### config.mk
export PLATFORM = sky130hd
export DESIGN_NAME = fixed_chunk_pool_allocator_flat
export DESIGN_NICKNAME = d
export VERILOG_FILES = /design/src/hw/rtl/fcpa_pkg.sv /design/src/hw/rtl/fcpa_in_if.sv /design/src/hw/rtl/fcpa_out_if.sv /design/src/hw/rtl/fcpa_div.sv /design/src/hw/rtl/fcpa_dp.sv /design/src/hw/rtl/fcpa_ctrl.sv /design/src/hw/rtl/fixed_chunk_pool_allocator.sv /design/src/flat_wrapper.sv
export SDC_FILE = /design/constraint.sdc
export NUM_CORES = 2
export LEC_CHECK = 0
export ABC_CLOCK_PERIOD_IN_PS = 10200
export BUFFER_PORTS_ARGS = -buffer_cell sky130_fd_sc_hd__buf_2
export CAP_MARGIN = 30
export CELL_PAD_IN_SITES_DETAIL_PLACEMENT = 1
export CELL_PAD_IN_SITES_GLOBAL_PLACEMENT = 1
export CORE_ASPECT_RATIO = 1.75
export CORE_MARGIN = 2
export CORE_UTILIZATION = 55
export CTS_BUF_LIST = sky130_fd_sc_hd__clkbuf_8 sky130_fd_sc_hd__clkbuf_16
export CTS_CLUSTER_SIZE = 30
export DETAILED_ROUTE_END_ITERATION = 16
export GPL_TIMING_DRIVEN = 0
export PLACE_DENSITY = 0.87
export SLEW_MARGIN = 10
export SYNTH_ARGS = -nofsm -noshare
export SYNTH_HDL_FRONTEND = slang
export SYNTH_SLANG_ARGS = --single-unit
### constraint.sdc
create_clock -name i_clk -period 10.2 [get_ports i_clk]
set_clock_uncertainty 0.2 [all_clocks]
set_input_delay 1.53 -clock i_clk [delete_from_list [all_inputs] [get_ports i_clk]]
set_output_delay 1.53 -clock i_clk [all_outputs]
set_load 0.01 [all_outputs]
### src/hw/rtl/fcpa_pkg.sv
package fcpa_pkg;

    localparam int ADDR_W     = 32;
    localparam int CHUNK_W    = 17;
    localparam int COUNT_W    = 9;
    localparam int MAX_CHUNKS = 256;
    localparam int IDX_W      = $clog2(MAX_CHUNKS);
    localparam int PROD_W     = IDX_W + CHUNK_W;
    localparam int CFG_IDX_W  = 2;
    localparam int STATUS_W   = 2;

    // configuration register indexes
    localparam logic [CFG_IDX_W-1:0] CFG_BASE_ADDRESS  = 2'd0;
    localparam logic [CFG_IDX_W-1:0] CFG_CHUNK_BYTES   = 2'd1;
    localparam logic [CFG_IDX_W-1:0] CFG_CHUNKS_IN_USE = 2'd2;
    localparam logic [CFG_IDX_W-1:0] CFG_CHECK_OFF     = 2'd3;

    // result status codes
    localparam logic [STATUS_W-1:0] ST_OK       = 2'd0;
    localparam logic [STATUS_W-1:0] ST_FULL     = 2'd1;
    localparam logic [STATUS_W-1:0] ST_BAD_ADDR = 2'd2;
    localparam logic [STATUS_W-1:0] ST_ALL_FREE = 2'd3;

    localparam logic ACT_ALLOC   = 1'b0;
    localparam logic ACT_RELEASE = 1'b1;

    typedef struct packed {
        logic load;
        logic div_start;
        logic set_full;
        logic pop;
        logic mul;
        logic add;
        logic check;
        logic emit;
    } t_cmd;

    typedef struct packed {
        logic is_release;
        logic empty;
        logic div_busy;
    } t_stat;

endpackage

### src/hw/rtl/fcpa_in_if.sv
interface fcpa_in_if;
    logic                        valid;
    logic                        ready;
    logic                        action;
    logic [fcpa_pkg::ADDR_W-1:0] release_address;
    logic                        skip_check;

    modport source (output valid, output action, output release_address,
                    output skip_check, input ready);
    modport sink   (input valid, input action, input release_address,
                    input skip_check, output ready);
endinterface

### src/hw/rtl/fcpa_out_if.sv
interface fcpa_out_if;
    logic                          valid;
    logic                          ready;
    logic [fcpa_pkg::STATUS_W-1:0] status;
    logic [fcpa_pkg::ADDR_W-1:0]   chunk_address;
    logic [fcpa_pkg::COUNT_W-1:0]  free_chunks;

    modport source (output valid, output status, output chunk_address,
                    output free_chunks, input ready);
    modport sink   (input valid, input status, input chunk_address,
                    input free_chunks, output ready);
endinterface

### src/hw/rtl/fcpa_div.sv
module fcpa_div (
    input  logic                         i_clk,
    input  logic                         i_rst_n,
    input  logic                         i_start,
    input  logic [fcpa_pkg::ADDR_W-1:0]  i_dividend,
    input  logic [fcpa_pkg::CHUNK_W-1:0] i_divisor,
    output logic                         o_busy,
    output logic [fcpa_pkg::ADDR_W-1:0]  o_quotient,
    output logic [fcpa_pkg::CHUNK_W-1:0] o_remainder
);

    localparam int STEP_W = $clog2(fcpa_pkg::ADDR_W);

    logic                         r_busy;
    logic [STEP_W-1:0]            r_step;
    logic [fcpa_pkg::ADDR_W-1:0]  r_quo;
    logic [fcpa_pkg::CHUNK_W-1:0] r_rem;
    logic [fcpa_pkg::CHUNK_W-1:0] r_div;

    logic [fcpa_pkg::CHUNK_W:0]   trial;
    logic [fcpa_pkg::CHUNK_W+1:0] diff;
    logic                         fits;
    logic [fcpa_pkg::CHUNK_W-1:0] n_rem;

    // one quotient bit per cycle, restoring
    always_comb begin
        trial = {r_rem, r_quo[fcpa_pkg::ADDR_W-1]};
        diff  = {1'b0, trial} - {2'b00, r_div};
        fits  = !diff[fcpa_pkg::CHUNK_W+1];
        n_rem = fits ? diff[fcpa_pkg::CHUNK_W-1:0] : trial[fcpa_pkg::CHUNK_W-1:0];
    end

    always_ff @(posedge i_clk) begin
        if (!i_rst_n) begin
            r_busy <= 1'b0;
            r_step <= '0;
        end else if (i_start) begin
            r_busy <= 1'b1;
            r_step <= '0;
        end else if (r_busy) begin
            r_step <= r_step + STEP_W'(1);
            if (r_step == STEP_W'(fcpa_pkg::ADDR_W - 1)) begin
                r_busy <= 1'b0;
            end
        end
    end

    always_ff @(posedge i_clk) begin
        if (i_start) begin
            r_quo <= i_dividend;
            r_rem <= '0;
            r_div <= i_divisor;
        end else if (r_busy) begin
            r_quo <= {r_quo[fcpa_pkg::ADDR_W-2:0], fits};
            r_rem <= n_rem;
        end
    end

    assign o_busy      = r_busy;
    assign o_quotient  = r_quo;
    assign o_remainder = r_rem;

endmodule

### src/hw/rtl/fcpa_dp.sv
module fcpa_dp (
    input  logic                           i_clk,
    input  logic                           i_rst_n,
    input  logic                           i_cfg_we,
    input  logic [fcpa_pkg::CFG_IDX_W-1:0] i_cfg_idx,
    input  logic [fcpa_pkg::ADDR_W-1:0]    i_cfg_data,
    input  logic                           i_action,
    input  logic [fcpa_pkg::ADDR_W-1:0]    i_release_address,
    input  logic                           i_skip_check,
    input  fcpa_pkg::t_cmd                 i_cmd,
    output fcpa_pkg::t_stat                o_stat,
    output logic [fcpa_pkg::STATUS_W-1:0]  o_status,
    output logic [fcpa_pkg::ADDR_W-1:0]    o_chunk_address,
    output logic [fcpa_pkg::COUNT_W-1:0]   o_free_chunks
);

    // configuration
    logic [fcpa_pkg::ADDR_W-1:0]   r_base;
    logic [fcpa_pkg::CHUNK_W-1:0]  r_chunk;
    logic [fcpa_pkg::COUNT_W-1:0]  r_cnt_cfg;
    logic                          r_check_off;

    // free stack
    logic [fcpa_pkg::COUNT_W-1:0]  r_count;
    logic [fcpa_pkg::MAX_CHUNKS-1:0] r_vld;
    logic [fcpa_pkg::IDX_W-1:0]    r_mem [fcpa_pkg::MAX_CHUNKS];
    logic [fcpa_pkg::IDX_W-1:0]    r_rd_data;
    logic                          r_rd_vld;
    logic [fcpa_pkg::IDX_W-1:0]    r_rd_idx;

    // current item and its result
    logic                          r_action;
    logic [fcpa_pkg::ADDR_W-1:0]   r_addr;
    logic                          r_skip;
    logic [fcpa_pkg::PROD_W-1:0]   r_prod;
    logic [fcpa_pkg::STATUS_W-1:0] r_status;
    logic [fcpa_pkg::ADDR_W-1:0]   r_res_addr;
    logic [fcpa_pkg::STATUS_W-1:0] r_o_status;
    logic [fcpa_pkg::ADDR_W-1:0]   r_o_addr;
    logic [fcpa_pkg::COUNT_W-1:0]  r_o_free;

    logic [fcpa_pkg::CHUNK_W-1:0]  eff_chunk;
    logic [fcpa_pkg::COUNT_W-1:0]  eff_count;
    logic [fcpa_pkg::COUNT_W-1:0]  n_cfg_count;
    logic [fcpa_pkg::COUNT_W-1:0]  count_dec;
    logic [fcpa_pkg::IDX_W-1:0]    pop_idx;
    logic [fcpa_pkg::IDX_W-1:0]    push_idx;
    logic [fcpa_pkg::IDX_W-1:0]    idx_eff;
    logic [fcpa_pkg::ADDR_W-1:0]   offset;
    logic                          div_busy;
    logic [fcpa_pkg::ADDR_W-1:0]   quo;
    logic [fcpa_pkg::CHUNK_W-1:0]  rem;
    logic                          chk_en;
    logic                          q_big;
    logic                          bad;
    logic                          all_free;
    logic                          push;
    logic                          cnt_write;

    always_comb begin
        eff_chunk   = (r_chunk == '0) ? fcpa_pkg::CHUNK_W'(1) : r_chunk;
        eff_count   = (r_cnt_cfg > fcpa_pkg::COUNT_W'(fcpa_pkg::MAX_CHUNKS))
                      ? fcpa_pkg::COUNT_W'(fcpa_pkg::MAX_CHUNKS) : r_cnt_cfg;
        n_cfg_count = (i_cfg_data[fcpa_pkg::COUNT_W-1:0]
                       > fcpa_pkg::COUNT_W'(fcpa_pkg::MAX_CHUNKS))
                      ? fcpa_pkg::COUNT_W'(fcpa_pkg::MAX_CHUNKS)
                      : i_cfg_data[fcpa_pkg::COUNT_W-1:0];
        cnt_write   = i_cfg_we && (i_cfg_idx == fcpa_pkg::CFG_CHUNKS_IN_USE);
        count_dec   = r_count - fcpa_pkg::COUNT_W'(1);
        pop_idx     = count_dec[fcpa_pkg::IDX_W-1:0];
        push_idx    = r_count[fcpa_pkg::IDX_W-1:0];
        // an entry never pushed since the last refill still holds its own index
        idx_eff     = r_rd_vld ? r_rd_data : r_rd_idx;
        offset      = r_addr - r_base;
        chk_en      = !r_skip && !r_check_off;
        q_big       = (|quo[fcpa_pkg::ADDR_W-1:fcpa_pkg::COUNT_W])
                      || (quo[fcpa_pkg::COUNT_W-1:0] >= eff_count);
        bad         = chk_en && ((r_addr < r_base) || q_big || (rem != '0));
        all_free    = r_count >= eff_count;
        push        = i_cmd.check && !bad && !all_free;
    end

    fcpa_div u_div (
        .i_clk       (i_clk),
        .i_rst_n     (i_rst_n),
        .i_start     (i_cmd.div_start),
        .i_dividend  (offset),
        .i_divisor   (eff_chunk),
        .o_busy      (div_busy),
        .o_quotient  (quo),
        .o_remainder (rem)
    );

    always_ff @(posedge i_clk) begin
        if (!i_rst_n) begin
            r_base      <= '0;
            r_chunk     <= fcpa_pkg::CHUNK_W'(64);
            r_cnt_cfg   <= fcpa_pkg::COUNT_W'(fcpa_pkg::MAX_CHUNKS);
            r_check_off <= 1'b0;
            r_count     <= fcpa_pkg::COUNT_W'(fcpa_pkg::MAX_CHUNKS);
            r_vld       <= '0;
        end else begin
            if (i_cfg_we) begin
                case (i_cfg_idx)
                    fcpa_pkg::CFG_BASE_ADDRESS: begin
                        r_base <= i_cfg_data;
                    end
                    fcpa_pkg::CFG_CHUNK_BYTES: begin
                        r_chunk <= i_cfg_data[fcpa_pkg::CHUNK_W-1:0];
                    end
                    fcpa_pkg::CFG_CHUNKS_IN_USE: begin
                        r_cnt_cfg <= i_cfg_data[fcpa_pkg::COUNT_W-1:0];
                    end
                    fcpa_pkg::CFG_CHECK_OFF: begin
                        r_check_off <= i_cfg_data[0];
                    end
                    default: begin
                    end
                endcase
            end
            if (cnt_write) begin
                r_count <= n_cfg_count;
                r_vld   <= '0;
            end else if (i_cmd.pop) begin
                r_count <= count_dec;
            end else if (push) begin
                r_count         <= r_count + fcpa_pkg::COUNT_W'(1);
                r_vld[push_idx] <= 1'b1;
            end
        end
    end

    always_ff @(posedge i_clk) begin
        if (push) begin
            r_mem[push_idx] <= quo[fcpa_pkg::IDX_W-1:0];
        end
        if (i_cmd.pop) begin
            r_rd_data <= r_mem[pop_idx];
            r_rd_vld  <= r_vld[pop_idx];
            r_rd_idx  <= pop_idx;
        end
    end

    always_ff @(posedge i_clk) begin
        if (i_cmd.load) begin
            r_action <= i_action;
            r_addr   <= i_release_address;
            r_skip   <= i_skip_check;
        end
        if (i_cmd.mul) begin
            r_prod <= fcpa_pkg::PROD_W'(idx_eff) * fcpa_pkg::PROD_W'(eff_chunk);
        end
        if (i_cmd.add) begin
            r_status   <= fcpa_pkg::ST_OK;
            r_res_addr <= r_base + fcpa_pkg::ADDR_W'(r_prod);
        end else if (i_cmd.set_full) begin
            r_status   <= fcpa_pkg::ST_FULL;
            r_res_addr <= '0;
        end else if (i_cmd.check) begin
            r_res_addr <= '0;
            if (bad) begin
                r_status <= fcpa_pkg::ST_BAD_ADDR;
            end else if (all_free) begin
                r_status <= fcpa_pkg::ST_ALL_FREE;
            end else begin
                r_status <= fcpa_pkg::ST_OK;
            end
        end
        if (i_cmd.emit) begin
            r_o_status <= r_status;
            r_o_addr   <= r_res_addr;
            r_o_free   <= r_count;
        end
    end

    assign o_stat.is_release = (r_action == fcpa_pkg::ACT_RELEASE);
    assign o_stat.empty      = (r_count == '0);
    assign o_stat.div_busy   = div_busy;
    assign o_status          = r_o_status;
    assign o_chunk_address   = r_o_addr;
    assign o_free_chunks     = r_o_free;

endmodule

### src/hw/rtl/fcpa_ctrl.sv
module fcpa_ctrl (
    input  logic            i_clk,
    input  logic            i_rst_n,
    input  logic            i_in_valid,
    output logic            o_in_ready,
    output logic            o_out_valid,
    input  logic            i_out_ready,
    input  fcpa_pkg::t_stat i_stat,
    output fcpa_pkg::t_cmd  o_cmd
);

    typedef enum logic [2:0] {
        S_IDLE,
        S_DECODE,
        S_DIV,
        S_CHECK,
        S_MUL,
        S_ADD,
        S_FIN
    } t_state;

    t_state r_state;
    t_state n_state;
    logic   r_out_valid;
    logic   out_free;

    always_comb begin
        out_free = !r_out_valid || i_out_ready;
        n_state  = r_state;
        o_cmd    = '0;
        case (r_state)
            S_IDLE: begin
                if (i_in_valid) begin
                    o_cmd.load = 1'b1;
                    n_state    = S_DECODE;
                end
            end
            S_DECODE: begin
                if (i_stat.is_release) begin
                    o_cmd.div_start = 1'b1;
                    n_state         = S_DIV;
                end else if (i_stat.empty) begin
                    o_cmd.set_full = 1'b1;
                    n_state        = S_FIN;
                end else begin
                    o_cmd.pop = 1'b1;
                    n_state   = S_MUL;
                end
            end
            S_DIV: begin
                if (!i_stat.div_busy) begin
                    n_state = S_CHECK;
                end
            end
            S_CHECK: begin
                o_cmd.check = 1'b1;
                n_state     = S_FIN;
            end
            S_MUL: begin
                o_cmd.mul = 1'b1;
                n_state   = S_ADD;
            end
            S_ADD: begin
                o_cmd.add = 1'b1;
                n_state   = S_FIN;
            end
            S_FIN: begin
                // hold the result until the output register is free
                if (out_free) begin
                    o_cmd.emit = 1'b1;
                    n_state    = S_IDLE;
                end
            end
            default: begin
                n_state = S_IDLE;
            end
        endcase
    end

    always_ff @(posedge i_clk) begin
        if (!i_rst_n) begin
            r_state     <= S_IDLE;
            r_out_valid <= 1'b0;
        end else begin
            r_state <= n_state;
            if (o_cmd.emit) begin
                r_out_valid <= 1'b1;
            end else if (i_out_ready) begin
                r_out_valid <= 1'b0;
            end
        end
    end

    assign o_in_ready  = (r_state == S_IDLE);
    assign o_out_valid = r_out_valid;

endmodule

### src/hw/rtl/fixed_chunk_pool_allocator.sv
// allocate: load, pop from the free stack, multiply, add the base, then emit the result
// allocate from an empty pool: load, then the result is set to full and emitted
// release: load, start the divider, wait while it is busy, check the address, then emit;
// the 32-step serial divider forms (address - base) / chunk size
// one item in flight; a new item is taken while the last result waits at the output
// synchronous active-low reset: registers to defaults, free stack full, no clearing pass
module fixed_chunk_pool_allocator (
    input  logic                           i_clk,
    input  logic                           i_rst_n,
    input  logic                           i_cfg_we,
    input  logic [fcpa_pkg::CFG_IDX_W-1:0] i_cfg_idx,
    input  logic [fcpa_pkg::ADDR_W-1:0]    i_cfg_data,
    fcpa_in_if.sink                        i_item,
    fcpa_out_if.source                     o_result
);

    fcpa_pkg::t_cmd  cmd;
    fcpa_pkg::t_stat stat;

    fcpa_ctrl u_ctrl (
        .i_clk       (i_clk),
        .i_rst_n     (i_rst_n),
        .i_in_valid  (i_item.valid),
        .o_in_ready  (i_item.ready),
        .o_out_valid (o_result.valid),
        .i_out_ready (o_result.ready),
        .i_stat      (stat),
        .o_cmd       (cmd)
    );

    fcpa_dp u_dp (
        .i_clk             (i_clk),
        .i_rst_n           (i_rst_n),
        .i_cfg_we          (i_cfg_we),
        .i_cfg_idx         (i_cfg_idx),
        .i_cfg_data        (i_cfg_data),
        .i_action          (i_item.action),
        .i_release_address (i_item.release_address),
        .i_skip_check      (i_item.skip_check),
        .i_cmd             (cmd),
        .o_stat            (stat),
        .o_status          (o_result.status),
        .o_chunk_address   (o_result.chunk_address),
        .o_free_chunks     (o_result.free_chunks)
    );

endmodule

### src/flat_wrapper.sv
// flat-port wrapper written by rule: the top's interface ports become plain ports
module fixed_chunk_pool_allocator_flat 
  (i_clk, i_rst_n, i_cfg_we, i_cfg_idx, i_cfg_data, i_item_valid, i_item_action, i_item_release_address, i_item_skip_check, i_item_ready, o_result_valid, o_result_status, o_result_chunk_address, o_result_free_chunks, o_result_ready);
  fcpa_in_if i_item_i ();
  fcpa_out_if o_result_i ();
  input  logic i_clk;
  input  logic i_rst_n;
  input  logic i_cfg_we;
  input  logic [fcpa_pkg::CFG_IDX_W-1:0] i_cfg_idx;
  input  logic [fcpa_pkg::ADDR_W-1:0] i_cfg_data;
  input wire logic [$bits(i_item_i.valid)-1:0] i_item_valid;
  input wire logic [$bits(i_item_i.action)-1:0] i_item_action;
  input wire logic [$bits(i_item_i.release_address)-1:0] i_item_release_address;
  input wire logic [$bits(i_item_i.skip_check)-1:0] i_item_skip_check;
  output wire logic [$bits(i_item_i.ready)-1:0] i_item_ready;
  output wire logic [$bits(o_result_i.valid)-1:0] o_result_valid;
  output wire logic [$bits(o_result_i.status)-1:0] o_result_status;
  output wire logic [$bits(o_result_i.chunk_address)-1:0] o_result_chunk_address;
  output wire logic [$bits(o_result_i.free_chunks)-1:0] o_result_free_chunks;
  input wire logic [$bits(o_result_i.ready)-1:0] o_result_ready;
  assign i_item_i.valid = i_item_valid;
  assign i_item_i.action = i_item_action;
  assign i_item_i.release_address = i_item_release_address;
  assign i_item_i.skip_check = i_item_skip_check;
  assign i_item_ready = i_item_i.ready;
  assign o_result_valid = o_result_i.valid;
  assign o_result_status = o_result_i.status;
  assign o_result_chunk_address = o_result_i.chunk_address;
  assign o_result_free_chunks = o_result_i.free_chunks;
  assign o_result_i.ready = o_result_ready;
  fixed_chunk_pool_allocator u_core (.i_clk(i_clk), .i_rst_n(i_rst_n), .i_cfg_we(i_cfg_we), .i_cfg_idx(i_cfg_idx), .i_cfg_data(i_cfg_data), .i_item(i_item_i), .o_result(o_result_i));
endmodule
==> results.txt <==
- Main combinational cell family by area after synthesis: multiplexers
* Type of element capturing the critical path: flip-flop
- Total Routed Length: 432.3 mm
- Among all flip-flop cells after synthesis, the most frequent one is edfxtp_1.
- Max Cap Viol: 1
- Following the worst setup path forward leads to its endpoint at u_core.u_dp.r_rd_data[6]$_DFFE_PP_.
* Cell at the root of the clock tree: clkbuf_16
- The synthesized design contains ~2200 enable-type register cells.
- First-pass GRT wire length: about 550 mm
- Clock-pin slew was measured on the worst setup and hold paths at 0.08 ns.
- Insertion delay of the later-clocked pin in the worst-skew pair: roughly 0.94 ns
- Count of warnings emitted by yosys: 0
* Sequential fraction of the synthesis area: 0.6927
* Total DRC errors in the routed layout: 0
* DRT Pass-1 Iters: 8
- The cell count after synthesis came out at 5929.
- Post-CTS Resized: 0
- The die is 589.3 microns tall.
* Synth top area cells: edfxtp_1, mux4_2, dfxtp_1
* Share of async-settable or async-resettable flops after synthesis: 0
- RSZ-0062 raised after global routing: no
- Post-route minimum period: 7.978 ns
* Worst-case register-to-register setup slack: 2.22 ns
- The die covers 0.1994 sq mm.
- After floorplanning, the core was sized to cover 0.1944 sq mm.
- After synthesis, the mean cell area works out to 18.16 sq um.
* Worst-case hold slack: 0.2207 ns
- The commonest cells after synthesis are edfxtp_1, mux4_2, nor2_1.
* IO buf count: 116
* Die Span X: about 340 microns
* Number of design-rule violations left by the first detailed-router iteration: 12050
- Of the total synthesized cell area, the portion taken by XOR and XNOR cells is 0.006660.
- Final Power: 25.90 mW
- After clock tree synthesis, the setup repair step added 0 buffers.
* Syn-to-layout area delta: 14.20%
- Excluding fillers, the count of instances in the completed layout stands at just over 9000.
- Clock tree sinks: 2601
- Of all cell types, the one taking the most synthesized area is edfxtp_1.
- Overall routing resource usage: 0.3993
- Fraction of synthesized cell area taken by the top area cell type: 0.6270
* Maximum level of the CTS H-tree: 4
- The checks that failed: capacitance limit, slew limit.
* Total count of hold-check failures in the final report: 0
- IR analysis of the VDD net gives a maximum drop of 0.1885 mV.
- For this design the ratio of total power to cell area is 210.6 mW/mm^2.
* Routed via count divided by cell count: 7.544
- The final-report max-slew violation count is 10.
- The critical path crosses 13 cells after its start point.
* Flop and latch count out of synthesis: between 2000 and 3000
- Fill cells in the final layout number 16520.
* Syn Std Cell Area: 0.1077 sq mm
- Row generation in the floorplan step produced roughly 210 rows.
* Worst Max-Slew Pin Slew: 1.575 ns
- Measured on the finished design, the core utilization comes to 0.6325.
- Traced cell by cell, the critical path runs through clkbuf_1, buf_4, inv_2, ha_1, buf_2, clkbuf_1, clkbuf_2, clkbuf_1, mux4_2, mux4_2, mux4_2, nand2_1, a31oi_1.
- The slowest stage of the critical path belongs to the cell clkbuf_2.
- In the final routed layout, each cell accounts on average for around 46 microns.
- Delay of the slowest critical-path stage: 1.00 ns
* Place WS: 2.835 ns
- For this design the static power due to leakage is slightly above 40 nW.
- Capturing point of the worst reg2reg path: u_core.u_dp.r_rd_data[6]$_DFFE_PP_
- Setup slack closes at 2.222 ns.
* Library cell with the highest instance count after synthesis: edfxtp_1
* Post-Place Cells: between 8000 and 9000
- TritonCTS built the clock tree.
* Slew margin rel.: -0.05361
- Of the total synthesized cell area, the portion taken by AND, OR, NAND and NOR gates is 0.04339.
- Worst hold-check path type: flip-flop to flip-flop
- The netlist uses 72 different library cells.
- For this run, the top clock speed supported by timing is 125.3 MHz.
- At the end of routability-driven placement, the weighted congestion stood at ~0.95.
- Number of buffers inserted by hold repair at cts: 0
- Maximum number of pins on one net before global-route repair: 35
- Total overflow reported by the global router: 0
* Maximum buffer depth of the clock tree: 4
- Final setup viols: 0
- DPL Wire Length: roughly 250 mm
* Largest fanout on the critical path: 10
- Initial Utilization: 0.5538
- Proportion of layout cells with a drive suffix above 1: 0.2459
- The number of buffers and inverters on the critical path is 7.
* Final period utilization: 0.7822
- Top cell family by delay on the critical path: buffers and inverters
- Measured in cells, the most critical reg-to-reg path has a length of 13.
* Status: finished, violations left
* Data required time at the worst endpoint: 10.60 ns
* Startpoint types: flip-flop
- Path type of the worst setup path: flip-flop to flip-flop
* Number of placed I/O pins: approximately 120
- Measured against the total synthesized area, the mux share comes to 0.1606.
- The worst register-to-register path begins at u_core.u_dp.r_count[0]$_SDFFE_PN0P_.
- In this run, CTS created clock tree buffers numbering 219.
- Final layout net count: 6840
* Antenna violations before repair: 74
- Net count after synthesis: 6238
- Vias post-DR: 70600
- The fraction of the mapped netlist area in compound gates is 0.04297.
- Of the total synthesized cell area, the portion taken by full adders, half adders and majority gates is 0.03391.
- The via count of the first global-routing pass came to 69510.
- Final antenna-violating net count: 0
- In this run the worst setup path begins at u_core.u_dp.r_count[0]$_SDFFE_PN0P_.
- Crit path arrival time: 8.37 ns
## cell usage in the layout, fill, tap and decap left out, types with 25 or more instances in the layout
master,count
clkinv_2,39
mux4_2,756
bufinv_16,32
clkinv_1,29
buf_8,61
clkbuf_1,212
dfxtp_1,353
buf_2,214
clkbuf_16,223
buf_4,116
inv_1,210
ha_1,143
fa_1,93
nand2_1,265
a21oi_1,151
diode_2,56
nor2b_1,130
buf_16,54
o21ai_0,91
nor3_1,36
xor2_1,29
buf_6,36
nor2_1,366
xnor2_1,49
nand2b_1,42
a21o_1,40
o21a_1,278
a31oi_1,25
nand3_1,39
edfxtp_1,2248
nand4_1,30
## cell type report
cell class	instances	area, sq um	share of cell area
Antenna cell	56	140.1	0.001140
Clock buffer	240	5814	0.04729
Clock inverter	160	1677	0.01364
Multi-Input combinational cell	2805	31070	0.2527
Buffer	334	1435	0.01167
Sequential cell	2601	74570	0.6065
Inverter	189	709.4	0.005770
Timing Repair Buffer	381	4285	0.03486
Tap cell	2592	3243	0.02638
## worst min-delay path by stage
| stage | start | endpoint | slack, ns | cells past startpoint |
|---|---|---|---|---|
| floorplan | u_core.u_dp.r_res_addr[0]$_SDFFCE_PN0P_ | u_core.u_dp.o_chunk_address[0]$_DFFE_PP_ | 0.20 | 0 |
| global placement | u_core.u_dp.r_res_addr[31]$_SDFFCE_PN0P_ | u_core.u_dp.o_chunk_address[31]$_DFFE_PP_ | 0.20 | 0 |
| detailed placement | u_core.u_dp.r_res_addr[31]$_SDFFCE_PN0P_ | u_core.u_dp.o_chunk_address[31]$_DFFE_PP_ | 0.21 | 0 |
| CTS | u_core.u_dp.r_res_addr[31]$_SDFFCE_PN0P_ | u_core.u_dp.o_chunk_address[31]$_DFFE_PP_ | 0.22 | 0 |
| global route | u_core.u_dp.r_res_addr[20]$_SDFFCE_PN0P_ | u_core.u_dp.o_chunk_address[20]$_DFFE_PP_ | 0.23 | 0 |
| finish | u_core.u_dp.r_res_addr[7]$_SDFFCE_PN0P_ | u_core.u_dp.o_chunk_address[7]$_DFFE_PP_ | 0.22 | 0 |
## metal layers
layer	GRT usage	vias to the layer above	wire length, microns
li1	-	24680	-
met1	0.4152	35040	119100
met2	0.6436	7946	200700
met3	0.1088	2879	54370
met4	0.3986	52	57610
met5	0.0002395	-	492
## stage by stage
step | setup TNS (ns) | instance area, sq um
2_1_floorplan | 0 | 107700
3_3_place_gp | -4288.59 | 111500
3_5_place_dp | 0 | 114500
4_1_cts | 0 | 122000
5_1_grt | 0 | 122800
6_report | 0 | 122900
## sequential cells by signal (all words and copies together) (netlist names), 2 cells and up
register and count:
u_core.u_dp.r_mem 2048, u_core.u_dp.r_res_addr 32, u_core.u_dp.r_count 9, u_core.u_dp.r_addr 32
u_core.u_dp.o_status 2, u_core.u_dp.r_rd_idx 8, u_core.u_dp.o_chunk_address 32, u_core.u_dp.u_div.r_div 17
u_core.u_dp.u_div.o_remainder 17, u_core.u_dp.r_base 32, u_core.u_ctrl.r_state 3, u_core.u_dp.o_free_chunks 9
u_core.u_dp.r_prod 25, u_core.u_dp.r_rd_data 8, u_core.u_dp.r_status 2, u_core.u_dp.u_div.r_step 5
u_core.u_dp.u_div.o_quotient 32, u_core.u_dp.r_cnt_cfg 9, u_core.u_dp.r_chunk 17, u_core.u_dp.r_vld 256
## report_power, final
group	switching (mW)	internal [mW]	leakage (nW)
clock network	4.42	4.94	3.75
registers	0.137	11.9	23.1
logic	2.99	1.57	13.8
total	7.54	18.4	40.7
## cells by family (layout without fill, tap and decap cells)
family / Yosys count / count (layout)
flops: 2601 / 2601
simple gates: 1010 / 1010
mux: 782 / 782
compound gates: 696 / 696
buf+inv: 523 / 1304
fa+ha+maj: 236 / 236
xor+xnor: 81 / 81
other cells: 0 / 56
No activity file was read; power rests on OpenSTA's default activity.
